**src/hw/rtl/tfw_pkg.sv**
```systemverilog
// Shared types and constants for the thermostat with fault watch.
// No dependencies; every other file in hw/rtl imports this package.
package tfw_pkg;

  localparam int unsigned LIMIT_W   = 7;
  localparam int unsigned TEMP_W    = 16;
  localparam int unsigned CNT_W     = 10;
  localparam int unsigned BAND_W    = 2;
  localparam int unsigned CFG_IDX_W = 2;
  localparam int unsigned CENTI     = 100;
  localparam int unsigned LIMIT_MAX = (1 << LIMIT_W) - 1;
  localparam int unsigned QDEPTH    = 2;

  localparam int unsigned PASSES_PER_UNIT_DEF = 10;

  localparam logic [LIMIT_W-1:0] HIGH_RST = 7'd40;
  localparam logic [LIMIT_W-1:0] LOW_RST  = 7'd20;
  localparam logic [LIMIT_W-1:0] PASS_RST = 7'd45;
  localparam logic [LIMIT_W-1:0] HALF_RST = 7'd10;

  localparam logic [CNT_W-1:0] CNT_MAX = {CNT_W{1'b1}};

  typedef enum logic [CFG_IDX_W-1:0] {
    REG_HIGH_LIMIT = 2'd0,
    REG_LOW_LIMIT  = 2'd1,
    REG_PASS_LIMIT = 2'd2
  } reg_idx_e;

  typedef enum logic [BAND_W-1:0] {
    BAND_WITHIN = 2'd0,
    BAND_HIGH   = 2'd1,
    BAND_LOW    = 2'd2,
    BAND_NONE   = 2'd3
  } band_e;

  typedef struct packed {
    logic              action;
    logic [TEMP_W-1:0] temp_centi;
  } req_t;

  typedef struct packed {
    logic              heater_drive;
    logic              cooler_drive;
    logic              heater_alarm;
    logic              cooler_alarm;
    logic [BAND_W-1:0] band;
  } rsp_t;

  // Classified request as it travels from the front to the back.
  typedef struct packed {
    logic action;
    logic hit_high;
    logic hit_low;
    logic in_zone;
  } cls_t;

  typedef struct packed {
    logic                          empty;
    logic                          full;
    logic [$clog2(QDEPTH+1)-1:0]   count;
  } q_status_t;

endpackage

```
**src/hw/rtl/tfw_front.sv**
```systemverilog
// Front part: limit registers, half-band and fault target, and request classification.
// Depends on tfw_pkg.
module tfw_front #(
  parameter int unsigned PassesPerUnit = tfw_pkg::PASSES_PER_UNIT_DEF,
  parameter int unsigned TgtW          = 10
) (
  input  logic                         clk_i,
  input  logic                         rst_ni,
  input  logic                         cfg_we_i,
  input  logic [tfw_pkg::CFG_IDX_W-1:0] cfg_idx_i,
  input  logic [tfw_pkg::LIMIT_W-1:0]  cfg_wdata_i,
  input  tfw_pkg::req_t                req_i,
  output tfw_pkg::cls_t                cls_o,
  output logic [TgtW-1:0]              target_o
);
  import tfw_pkg::*;

  localparam int unsigned CmpW = TEMP_W + 1;

  logic [LIMIT_W-1:0] high_q, high_d;
  logic [LIMIT_W-1:0] low_q, low_d;
  logic [LIMIT_W-1:0] half_q, half_d;
  logic [TgtW-1:0]    target_q, target_d;

  always_comb begin
    high_d   = high_q;
    low_d    = low_q;
    target_d = target_q;
    if (cfg_we_i) begin
      case (reg_idx_e'(cfg_idx_i))
        REG_HIGH_LIMIT: high_d = cfg_wdata_i;
        REG_LOW_LIMIT:  low_d  = cfg_wdata_i;
        REG_PASS_LIMIT: target_d = TgtW'(int'(cfg_wdata_i) * PassesPerUnit);
        default: ;
      endcase
    end
    // A reversed band gives no hysteresis zone at all.
    if (high_d >= low_d) begin
      half_d = (high_d - low_d) >> 1;
    end else begin
      half_d = '0;
    end
  end

  always_ff @(posedge clk_i or negedge rst_ni) begin
    if (!rst_ni) begin
      high_q   <= HIGH_RST;
      low_q    <= LOW_RST;
      half_q   <= HALF_RST;
      target_q <= TgtW'(int'(PASS_RST) * PassesPerUnit);
    end else begin
      high_q   <= high_d;
      low_q    <= low_d;
      half_q   <= half_d;
      target_q <= target_d;
    end
  end

  logic [CmpW-1:0] temp_c, hi_c, lo_c, hi_zone_c, lo_zone_c;
  logic [LIMIT_W:0] lo_zone_deg;

  always_comb begin
    lo_zone_deg = {1'b0, low_q} + {1'b0, half_q};
    temp_c      = CmpW'(req_i.temp_centi);
    hi_c        = CmpW'(high_q) * CmpW'(CENTI);
    lo_c        = CmpW'(low_q) * CmpW'(CENTI);
    hi_zone_c   = CmpW'(high_q - half_q) * CmpW'(CENTI);
    lo_zone_c   = CmpW'(lo_zone_deg) * CmpW'(CENTI);

    cls_o.action   = req_i.action;
    cls_o.hit_high = temp_c >= hi_c;
    cls_o.hit_low  = temp_c <= lo_c;
    cls_o.in_zone  = (temp_c < hi_c && temp_c >= hi_zone_c) ||
                     (temp_c > lo_c && temp_c < lo_zone_c);
  end

  assign target_o = target_q;

endmodule

```
**src/hw/rtl/tfw_queue.sv**
```systemverilog
// Two-entry queue of classified requests between the front and the back.
// Depends on tfw_pkg.
module tfw_queue (
  input  logic                 clk_i,
  input  logic                 rst_ni,
  input  logic                 push_i,
  input  tfw_pkg::cls_t        push_data_i,
  input  logic                 pop_i,
  output tfw_pkg::cls_t        pop_data_o,
  output tfw_pkg::q_status_t   status_o
);
  import tfw_pkg::*;

  localparam int unsigned PtrW = $clog2(QDEPTH);
  localparam int unsigned CntW = $clog2(QDEPTH + 1);

  cls_t            mem_q [QDEPTH];
  logic [PtrW-1:0] wr_ptr_q, wr_ptr_d;
  logic [PtrW-1:0] rd_ptr_q, rd_ptr_d;
  logic [CntW-1:0] count_q, count_d;

  always_comb begin
    wr_ptr_d = wr_ptr_q;
    rd_ptr_d = rd_ptr_q;
    count_d  = count_q;
    if (push_i) begin
      wr_ptr_d = (wr_ptr_q == PtrW'(QDEPTH - 1)) ? '0 : wr_ptr_q + 1'b1;
    end
    if (pop_i) begin
      rd_ptr_d = (rd_ptr_q == PtrW'(QDEPTH - 1)) ? '0 : rd_ptr_q + 1'b1;
    end
    if (push_i && !pop_i) begin
      count_d = count_q + 1'b1;
    end else if (pop_i && !push_i) begin
      count_d = count_q - 1'b1;
    end
  end

  always_ff @(posedge clk_i or negedge rst_ni) begin
    if (!rst_ni) begin
      wr_ptr_q <= '0;
      rd_ptr_q <= '0;
      count_q  <= '0;
    end else begin
      wr_ptr_q <= wr_ptr_d;
      rd_ptr_q <= rd_ptr_d;
      count_q  <= count_d;
    end
  end

  always_ff @(posedge clk_i) begin
    if (push_i) begin
      mem_q[wr_ptr_q] <= push_data_i;
    end
  end

  assign pop_data_o     = mem_q[rd_ptr_q];
  assign status_o.empty = (count_q == '0);
  assign status_o.full  = (count_q == CntW'(QDEPTH));
  assign status_o.count = count_q;

endmodule

```
**src/hw/rtl/tfw_back.sv**
```systemverilog
// Back part: drive and fault state, the out-of-band counter and the result register.
// Depends on tfw_pkg.
module tfw_back #(
  parameter int unsigned TgtW = 10
) (
  input  logic              clk_i,
  input  logic              rst_ni,
  input  logic              load_i,
  input  tfw_pkg::cls_t     cls_i,
  input  logic [TgtW-1:0]   target_i,
  input  logic              out_ready_i,
  output logic              out_valid_o,
  output tfw_pkg::rsp_t     out_data_o,
  output logic              room_o
);
  import tfw_pkg::*;

  localparam int unsigned CmpW = (TgtW > CNT_W) ? TgtW : CNT_W;

  logic             heater_q, heater_d;
  logic             cooler_q, cooler_d;
  logic             hfault_q, hfault_d;
  logic             cfault_q, cfault_d;
  logic [CNT_W-1:0] cnt_q, cnt_d;
  logic             out_valid_q, out_valid_d;
  rsp_t             out_data_q, out_data_d;
  band_e            band;
  logic [CNT_W-1:0] bumped;

  assign room_o = !out_valid_q || out_ready_i;

  always_comb begin
    heater_d    = heater_q;
    cooler_d    = cooler_q;
    hfault_d    = hfault_q;
    cfault_d    = cfault_q;
    cnt_d       = cnt_q;
    band        = BAND_NONE;
    bumped      = cnt_q;
    out_valid_d = out_valid_q && !out_ready_i;
    out_data_d  = out_data_q;

    if (load_i) begin
      if (cls_i.action) begin
        hfault_d = 1'b0;
        cfault_d = 1'b0;
      end else begin
        // The high side is handled first; a reversed band may hit both.
        if (cls_i.hit_high) begin
          band = BAND_HIGH;
          if (!cfault_d) begin
            heater_d = 1'b0;
            cooler_d = 1'b1;
            bumped   = (cnt_d < CNT_MAX) ? cnt_d + 1'b1 : cnt_d;
            cnt_d    = bumped;
            if (CmpW'(bumped) == CmpW'(target_i)) begin
              cfault_d = 1'b1;
              heater_d = 1'b0;
              cooler_d = 1'b0;
              cnt_d    = '0;
            end
          end
        end
        if (cls_i.hit_low) begin
          band = BAND_LOW;
          if (!hfault_d) begin
            heater_d = 1'b1;
            cooler_d = 1'b0;
            bumped   = (cnt_d < CNT_MAX) ? cnt_d + 1'b1 : cnt_d;
            cnt_d    = bumped;
            if (CmpW'(bumped) == CmpW'(target_i)) begin
              hfault_d = 1'b1;
              heater_d = 1'b0;
              cooler_d = 1'b0;
              cnt_d    = '0;
            end
          end
        end
        if (cls_i.in_zone) begin
          band     = BAND_WITHIN;
          heater_d = 1'b0;
          cooler_d = 1'b0;
        end
      end
      out_valid_d             = 1'b1;
      out_data_d.heater_drive = heater_d;
      out_data_d.cooler_drive = cooler_d;
      out_data_d.heater_alarm = hfault_d;
      out_data_d.cooler_alarm = cfault_d;
      out_data_d.band         = band;
    end
  end

  always_ff @(posedge clk_i or negedge rst_ni) begin
    if (!rst_ni) begin
      heater_q    <= 1'b0;
      cooler_q    <= 1'b0;
      hfault_q    <= 1'b0;
      cfault_q    <= 1'b0;
      cnt_q       <= '0;
      out_valid_q <= 1'b0;
    end else begin
      heater_q    <= heater_d;
      cooler_q    <= cooler_d;
      hfault_q    <= hfault_d;
      cfault_q    <= cfault_d;
      cnt_q       <= cnt_d;
      out_valid_q <= out_valid_d;
    end
  end

  always_ff @(posedge clk_i) begin
    out_data_q <= out_data_d;
  end

  assign out_valid_o = out_valid_q;
  assign out_data_o  = out_data_q;

endmodule

```
**src/hw/rtl/thermostat_with_fault_watch.sv**
```systemverilog
// Thermostat with fault watch: top level joining front, request queue and back.
// Flow: an accepted request waits in the queue until the back's result register has room,
// that is until earlier results are taken on out_ready_i. Throughput: one request per cycle
// while out_ready_i is high; the back's state update sets the pace. Reset: rst_ni clears
// drives, faults, counter, queue and result valid, and loads high, low, half band and target
// with 40, 20, 10, 45*PassesPerUnit. Depends on tfw_pkg, tfw_front, tfw_queue, tfw_back.
module thermostat_with_fault_watch #(
  parameter int unsigned PassesPerUnit = tfw_pkg::PASSES_PER_UNIT_DEF
) (
  input  logic                          clk_i,
  input  logic                          rst_ni,
  input  logic                          cfg_we_i,
  input  logic [tfw_pkg::CFG_IDX_W-1:0] cfg_idx_i,
  input  logic [tfw_pkg::LIMIT_W-1:0]   cfg_wdata_i,
  input  logic                          in_valid_i,
  output logic                          in_ready_o,
  input  tfw_pkg::req_t                 in_data_i,
  output logic                          out_valid_o,
  input  logic                          out_ready_i,
  output tfw_pkg::rsp_t                 out_data_o
);
  import tfw_pkg::*;

  localparam int unsigned TgtW = $clog2(LIMIT_MAX * PassesPerUnit + 1);

  cls_t            front_cls;
  cls_t            q_head;
  q_status_t       q_status;
  logic [TgtW-1:0] target;
  logic            push;
  logic            pop;
  logic            back_room;

  assign in_ready_o = !q_status.full;
  assign push       = in_valid_i && in_ready_o;
  assign pop        = !q_status.empty && back_room;

  tfw_front #(
    .PassesPerUnit(PassesPerUnit),
    .TgtW         (TgtW)
  ) u_front (
    .clk_i      (clk_i),
    .rst_ni     (rst_ni),
    .cfg_we_i   (cfg_we_i),
    .cfg_idx_i  (cfg_idx_i),
    .cfg_wdata_i(cfg_wdata_i),
    .req_i      (in_data_i),
    .cls_o      (front_cls),
    .target_o   (target)
  );

  tfw_queue u_queue (
    .clk_i      (clk_i),
    .rst_ni     (rst_ni),
    .push_i     (push),
    .push_data_i(front_cls),
    .pop_i      (pop),
    .pop_data_o (q_head),
    .status_o   (q_status)
  );

  tfw_back #(
    .TgtW(TgtW)
  ) u_back (
    .clk_i      (clk_i),
    .rst_ni     (rst_ni),
    .load_i     (pop),
    .cls_i      (q_head),
    .target_i   (target),
    .out_ready_i(out_ready_i),
    .out_valid_o(out_valid_o),
    .out_data_o (out_data_o),
    .room_o     (back_room)
  );

  // Heater and cooler are never driven together.
  assert property (@(posedge clk_i) disable iff (!rst_ni)
    out_valid_o |-> !(out_data_o.heater_drive && out_data_o.cooler_drive))
    else $error("heater and cooler driven together");

  // A clear request always reports both alarms off and no band.
  assert property (@(posedge clk_i) disable iff (!rst_ni)
    pop && q_head.action |=> !out_data_o.heater_alarm && !out_data_o.cooler_alarm &&
      out_data_o.band == BAND_NONE)
    else $error("clear request did not clear alarms");

  // An accepted request is held in the queue or already taken by the back.
  assert property (@(posedge clk_i) disable iff (!rst_ni)
    push |=> q_status.count != '0 || $past(pop))
    else $error("accepted request lost from queue");

  // A newly latched fault turns its own drive off. The low side is handled last, so a
  // new heater fault leaves both off, while a reversed band may turn the heater on
  // right after a new cooler fault.
  assert property (@(posedge clk_i) disable iff (!rst_ni)
    out_valid_o |->
      (!$rose(out_data_o.heater_alarm) ||
       (!out_data_o.heater_drive && !out_data_o.cooler_drive)) &&
      (!$rose(out_data_o.cooler_alarm) || !out_data_o.cooler_drive))
    else $error("fault latched with a drive on");

endmodule

```
**config.mk**
```make
export PLATFORM = sky130hd
export DESIGN_NAME = thermostat_with_fault_watch
export DESIGN_NICKNAME = d
export VERILOG_FILES = /design/src/hw/rtl/tfw_pkg.sv /design/src/hw/rtl/tfw_front.sv /design/src/hw/rtl/tfw_queue.sv /design/src/hw/rtl/tfw_back.sv /design/src/hw/rtl/thermostat_with_fault_watch.sv
export SDC_FILE = /design/constraint.sdc
export NUM_CORES = 1
export LEC_CHECK = 0
export BUFFER_PORTS_ARGS = -buffer_cell sky130_fd_sc_hd__buf_4
export CAP_MARGIN = 20
export CORE_ASPECT_RATIO = 2
export CORE_MARGIN = 4
export CORE_UTILIZATION = 50
export CTS_BUF_LIST = sky130_fd_sc_hd__clkbuf_4 sky130_fd_sc_hd__clkbuf_8 sky130_fd_sc_hd__clkbuf_16
export DETAILED_ROUTE_END_ITERATION = 10
export GPL_TIMING_DRIVEN = 0
export PLACE_DENSITY = 0.76
export SYNTH_ARGS = -nofsm -noshare
export SYNTH_HDL_FRONTEND = slang
export SYNTH_HIERARCHICAL = 1
export SYNTH_SLANG_ARGS = --single-unit
```
**constraint.sdc**
```tcl
create_clock -name clk_i -period 7.11 [get_ports clk_i]
set_input_delay 0.711 -clock clk_i [delete_from_list [all_inputs] [get_ports clk_i]]
set_output_delay 0.711 -clock clk_i [all_outputs]
set_load 0.02 [all_outputs]
```
==> reports/qor.yml, run 1 <==
flow_run:
  drv_cap: 0
synthesis:
  synth_area_leaders: "ha_1 26%, dfrtp_1 11%, edfxtp_1 4.7%"
  synth_edf_count: 14
  netlist_area_um2: 9020
  synth_cell_types: 91
  seq_area_frac_synth: 0.184
  syn_avg_cell_area_um2: 8.98
  synth_top_area_cell: "ha_1"
  synthFlopType: "dfrtp_1"
  syn-num-nets: 1239
  synthArstFlopShare: 0.778
  synth_cells: 1005
  synth_seq_cells: 63
  synth_largest_type_area_fraction: 0.257
  ys_warn_count: 6
drt:
  first_iter_violations: 414
  antenna_left: 0
  drc_errors: 0
  viasPerCell: 6.16
  drt_pre_antenna_iters: 4
  finalWirelength_um: 25600
  wire_per_inst_um: 20.1
  vias: 7831
critical_path:
  worstSetupPathType: "reg -> reg"
  path_max_fanout: 10
  cp-start-kind: "flop"
  critPathRequiredTime_ps: 7300
  cp-end-kind: "flop"
  crit_arrival_ps: 6320
sta:
  rsz0062_at_grt: "false"
  final_max_slew_viol_count: 0
  skew_ps: 7.74
  post-route-min-period_ps: 6130
  fmax_ghz: 0.163
  finalHoldViolCount: 0
  worst_pin_slew_ps: 848
  tns_ps: 0
  relSlewSlack: 0.433
  postLayoutSetupSlackWorst_ps: 979
  finalSetupViolCount: 0
  finalCritPeriodShare: 0.862
clock_network:
  cts_setup_buffers: 0
  h-tree-depth: 3
  clock_sinks: 63
  post_cts_resized: 0
  clk_latency_ps: 330
  clockRootBuffer: "clkbuf_16"
  cts_buffers: 9
  cts_tree: "done"
  hold_buffers: 0
  path_clk_slew_ps: 60
  cts_buffer_depth: 2
grt:
  gr-usage-all-layers: 0.262
  grt_pass1_vias: 8375
  grt_max_degree: 50
  antenna_found_initial: 0
  grt_pass1_wl_um: 40800
  grt_overflow: 0
floorplanning:
  dieArea_um2: 20400
  ioPinCount: 39
  die_w_um: 103
  start_util: 0.507
  coreArea_um2: 17800
  dieHeight_um: 198
  rows: 69
cells_and_area:
  drive_above_1_share: 0.123
  most-common-layout-cells: "185 x ha_1, 94 x inv_1, 58 x a21oi_1"
  multi_input_area_um2: 6810
  layout.area.seq_um2: 1660
  mostFrequentLayoutCell: "ha_1"
  diodes: 0
  fillerInstances: 1617
  final_nets: 1287
  area_growth_pct: 9.58
place:
  place_ws_ps: 1080
  gp_congestion: 1.01
  dp_hpwl_um: 21400
  port_buffers: 37
hold_path:
  hold_class: "in -> async"
run_status:
  status: "complete, no violations"
-- stage by stage --
stage / instance area [um^2] / util / instances / hold slack [ps]
after floorplan: 9020 / - / 1005 / 415
after global placement: 9570 / 0.538 / 1255 / 471
after detailed placement: 9570 / 0.538 / 1255 / 478
after CTS: 9890 / 0.556 / 1271 / 413
after global routing: 9890 / 0.556 / 1271 / 449
final: 9890 / 0.556 / 1271 / 388
-- registers in the layout, indices dropped and copies added, names as in the netlist, 2 cells and up --
name / count
u_back/cnt_q: 10
u_front/target_o: 10
u_queue/mem_q: 8
u_front/high_q: 7
u_front/low_q: 7
u_back/out_data_o: 6
u_front/half_q: 6
u_queue/count_q: 2
-- layout make-up --
class / instances / share of cell area
repair buffers: 37 / 0.0281
clock inverters: 7 / 0.00962
flip-flops and latches: 63 / 0.168
clock buffers: 9 / 0.0228
multi-input cells: 814 / 0.689
inverters: 94 / 0.0357
well taps: 213 / 0.0270
plain buffers: 34 / 0.0201
-- critical path: stages, from the launching register on --
cell      delay (ps)
dfrtp_1          550
ha_1             220
buf_4            150
and3_1           160
buf_4            160
nand2_1          130
o211a_1          270
o2111a_1         240
and4_1           190
buf_4            170
buf_6            150
buf_2            200
nand2b_1         210
o31ai_1          400
ha_1             480
nand4_1          240
o22a_1           310
a21oi_1          500
nand3b_1         170
a211oi_2         390
and4_4           340
and2_1           150
buf_6            130
o31ai_1           80
-- final timing paths --
check	from	end	slack, ps	cells past startpoint
min	rst_ni	u_queue/count_q[0]	390	1
max	u_back/cnt_q[1]	u_back/cnt_q[9]	980	23
min reg2reg	u_queue/wr_ptr_q	u_queue/wr_ptr_q	490	1
max reg2reg	u_back/cnt_q[1]	u_back/cnt_q[9]	980	23
min in group clk_i	u_queue/wr_ptr_q	u_queue/wr_ptr_q	490	1
max in group asynchronous	rst_ni	u_front/low_q[5]	6260	1
-- cells in the mapped netlist, types with 4 or more instances --
library cell / instances
fa_1: 18
xor2_1: 31
o31ai_1: 7
nor3_1: 22
buf_2: 9
and2_1: 5
a211oi_1: 6
nand2b_1: 15
or4_1: 6
nand2_1: 54
clkbuf_1: 10
o22ai_1: 6
nand3_2: 5
mux2i_1: 8
o2111ai_1: 4
a21oi_1: 58
and4_1: 7
and3_1: 9
o21ai_0: 44
buf_4: 10
or3_1: 6
nand4_1: 18
o21bai_1: 9
o21ai_1: 10
nor2b_1: 24
xnor2_1: 39
o21a_1: 11
nand3_1: 23
o211ai_1: 7
nor2_1: 37
edfxtp_1: 14
dfrtp_1: 39
a211o_1: 4
inv_1: 94
dfstp_2: 10
nor4_1: 5
o41ai_1: 4
a21o_1: 31
mux2_2: 17
ha_1: 185
-- cells by family after synthesis --
group,Yosys count,share of synthesized area
simple gates,259,0.160
compound gates,255,0.197
fa+ha+maj,203,0.297
buf+inv,128,0.0612
xor+xnor,71,0.0710
flops,63,0.184
mux,25,0.0301
other cells,1,0.000416
-- layer usage --
metal / wire, um / GRT usage / vias up
met5: 0 / 0 / -
met4: 2750 / 0.241 / 0
met3: 688 / 0.0293 / 122
met2: 14100 / 0.494 / 217
met1: 8070 / 0.224 / 3723
li1: - / - / 3769
Power of run 1 is not shown: default switching activity piles up to over one toggle a cycle in this logic, so the estimate is an artifact.
==> run 2, diff against run 1 <==
--- a/config.mk
+++ b/config.mk
@@ -5,6 +5,7 @@
 export SDC_FILE = /design/constraint.sdc
 export NUM_CORES = 1
 export LEC_CHECK = 0
+export ABC_AREA = 1
 export BUFFER_PORTS_ARGS = -buffer_cell sky130_fd_sc_hd__buf_4
 export CAP_MARGIN = 20
 export CORE_ASPECT_RATIO = 2
@@ -14,6 +15,7 @@
 export DETAILED_ROUTE_END_ITERATION = 10
 export GPL_TIMING_DRIVEN = 0
 export PLACE_DENSITY = 0.76
+export RECOVER_POWER = 100
 export SYNTH_ARGS = -nofsm -noshare
 export SYNTH_HDL_FRONTEND = slang
 export SYNTH_HIERARCHICAL = 1
==> reports/qor.yml, run 2 <==
cells_and_area:
  layout.area.seq_um2: 1660  # unchanged
  fin_cells: 1419  # was 1271
  diodes: 0  # unchanged
  multi_input_area_um2: 5980  # was 6810 um^2
  fillerInstances: 1669  # was 1617
  drive_above_1_share: 0.0718  # was 0.123
  mostFrequentLayoutCell: "nand2_1"  # was ha_1
  final_nets: 1441  # was 1287
  area_growth_pct: 9.15  # was 9.58%
  most-common-layout-cells: "277 x nand2_1, 208 x inv_1, 185 x ha_1"  # was 185 x ha_1, 94 x inv_1, 58 x a21oi_1
floorplanning:
  start_util: 0.511  # was 0.507
  dieHeight_um: 193  # was 198 um
  die_w_um: 101  # was 103 um
  coreArea_um2: 16800  # was 17800 um^2
  dieArea_um2: 19400  # was 20400 um^2
  rows: 67  # was 69
  ioPinCount: 39  # unchanged
critical_path:
  path_max_fanout: 10  # unchanged
  cp-end-kind: "flop"  # unchanged
  critPathRequiredTime_ps: 7190  # was 7300 ps
  critical_path.slowest_cell: "dfrtp_1"  # unchanged
  r2r_slack_ps: 770  # was 980 ps
  cp-start-kind: "flop"  # unchanged
  cp_slowest_stage_delay_ps: 450  # was 550 ps
  worstSetupPathType: "reg -> reg"  # unchanged
  crit_arrival_ps: 6430  # was 6320 ps
  worst_path_most_repeated_cell: "nand2_1"  # was buf_4
place:
  gp_congestion: 0.977  # was 1.01
  port_buffers: 37  # unchanged
  dp_hpwl_um: 18600  # was 21400 um
  numPlacedInstances: 1403  # was 1255
run_status:
  violations: "capacitance limit, slew limit"
  status: "finished, violations left"  # was complete, no violations
sta:
  worst_pin_slew_ps: 2740  # was 848 ps
  finalHoldViolCount: 0  # unchanged
  skew_ps: 5.56  # was 7.74 ps
  finalCritPeriodShare: 0.892  # was 0.862
  finalSetupViolCount: 0  # unchanged
  rsz0062_at_grt: "false"  # unchanged
  post-route-min-period_ps: 6340  # was 6130 ps
  final_max_slew_viol_count: 50  # was 0
  fmax_ghz: 0.158  # was 0.163 GHz
  tns_ps: 0  # unchanged
  relSlewSlack: -0.830  # was 0.433
drt:
  drt_pre_antenna_iters: 8  # was 4
  finalWirelength_um: 21700  # was 25600 um
  antenna_left: 0  # unchanged
  first_iter_violations: 273  # was 414
  drc_errors: 0  # unchanged
  wire_per_inst_um: 15.3  # was 20.1 um
  viasPerCell: 5.38  # was 6.16
  vias: 7628  # was 7831
synthesis:
  synthArstFlopShare: 0.778  # unchanged
  syn-num-nets: 1393  # was 1239
  synth_area_leaders: "ha_1 27%, nand2_1 12%, dfrtp_1 11%"  # was ha_1 26%, dfrtp_1 11%, edfxtp_1 4.7%
  netlist_area_um2: 8560  # was 9020 um^2
  synth_seq_cells: 63  # unchanged
  synth_largest_type_area_fraction: 0.270  # was 0.257
  synth.top_cells.by_count: "272 x nand2_1, 207 x inv_1, 185 x ha_1"  # was 185 x ha_1, 94 x inv_1, 58 x a21oi_1
  synth_cell_types: 48  # was 91
  seq_area_frac_synth: 0.194  # was 0.184
  ys_warn_count: 6  # unchanged
  synthFlopType: "dfrtp_1"  # unchanged
  synth.most_common_cell: "nand2_1"  # was ha_1
  synth_cells: 1159  # was 1005
  syn_avg_cell_area_um2: 7.39  # was 8.98 um^2
  synth_top_area_cell: "ha_1"  # unchanged
  synth_edf_count: 14  # unchanged
clock_network:
  h-tree-depth: 3  # unchanged
  clk_latency_ps: 330  # about the same
  hold_buffers: 0  # unchanged
  path_clk_slew_ps: 50  # was 60 ps
  clock_sinks: 63  # unchanged
  cts_buffer_depth: 2  # unchanged
  cts_setup_buffers: 0  # unchanged
  cts_tree: "done"  # unchanged
  clockRootBuffer: "clkbuf_16"  # unchanged
  cts_buffers: 9  # unchanged
  post_cts_resized: 0  # unchanged
grt:
  grt_overflow: 0  # unchanged
  grt_pass1_wl_um: 35700  # was 40800 um
  gr-usage-all-layers: 0.235  # was 0.262
  grt_pass1_vias: 7781  # was 8375
  antenna_found_initial: 0  # unchanged
  grt_max_degree: 50  # unchanged
hold_path:
  hold_class: "reg -> reg"  # was in -> async
flow_run:
  drv_cap: 1  # was 0
[run 2: cell count changes in the layout (fill, tap and decap cells not counted), sizes merged, moves of 25 or more]
cell,previous run,this run
buf,61,25
inv,95,210
nand2,55,289
nor2b,25,0
nand3,28,93
nor2,37,67
a21o,31,5
[run 2: metrics by stage]
stage          hold slack (ps)  utilization  worst slack [ps]  cell area, um^2
2_1_floorplan              415            -              1910             8560
3_3_place_gp               476        0.543              1240             9100
3_5_place_dp               478        0.543              1200             9100
4_1_cts                    426        0.565              1140             9470
5_1_grt                    506        0.558               433             9350
6_report                   489        0.558               766             9350
[run 2: logic make-up after synthesis]
group,after synthesis,share of synthesized area
AND/OR/NAND/NOR,476,0.243
buffers and inverters,224,0.103
other,1,0.000438
XOR/XNOR,45,0.0460
adder cells (fa/ha/maj),203,0.312
AO/OA/AOI/OAI,141,0.0936
multiplexers,6,0.00789
flip-flops,63,0.194
[run 2: final timing paths]
kind	startpoint	endpoint	cells past startpoint
max in group asynchronous	rst_ni	u_front/target_o[5]	1
min in group asynchronous	rst_ni	u_queue/wr_ptr_q	1
worst min-delay path	u_front/target_o[7]	u_front/target_o[7]	2
worst max-delay path	u_back/cnt_q[0]	u_back/out_data_o[5]	26
worst max register to register	u_back/cnt_q[0]	u_back/out_data_o[5]	26
worst min register to register	u_front/target_o[7]	u_front/target_o[7]	2
[run 2: area by class of cell]
class,instances,share of cell area
Multi-Input combinational cell,872,0.640
Clock buffer,13,0.0317
Inverter,211,0.0847
Tap cell,207,0.0277
Clock inverter,3,0.00736
Sequential cell,63,0.177
Buffer,13,0.00616
Timing Repair Buffer,37,0.0253
[run 2: critical path, delay by kind of cell (launching register included)]
family          cells  cell delay (ps)
simple gates       18             3220
buf+inv             5             1570
fa+ha+maj           2              560
flops               1              450
compound gates      1              280
[run 2: per-layer routing]
| layer | global-route usage | share of wire | vias up |
|---|---|---|---|
| met5 | 0 | 0 | - |
| met4 | 0.179 | 0.087 | 0 |
| met3 | 0.0205 | 0.026 | 89 |
| met2 | 0.464 | 0.56 | 183 |
| met1 | 0.211 | 0.33 | 3491 |
| li1 | - | - | 3865 |
Power of run 2 is left out for the same reason.
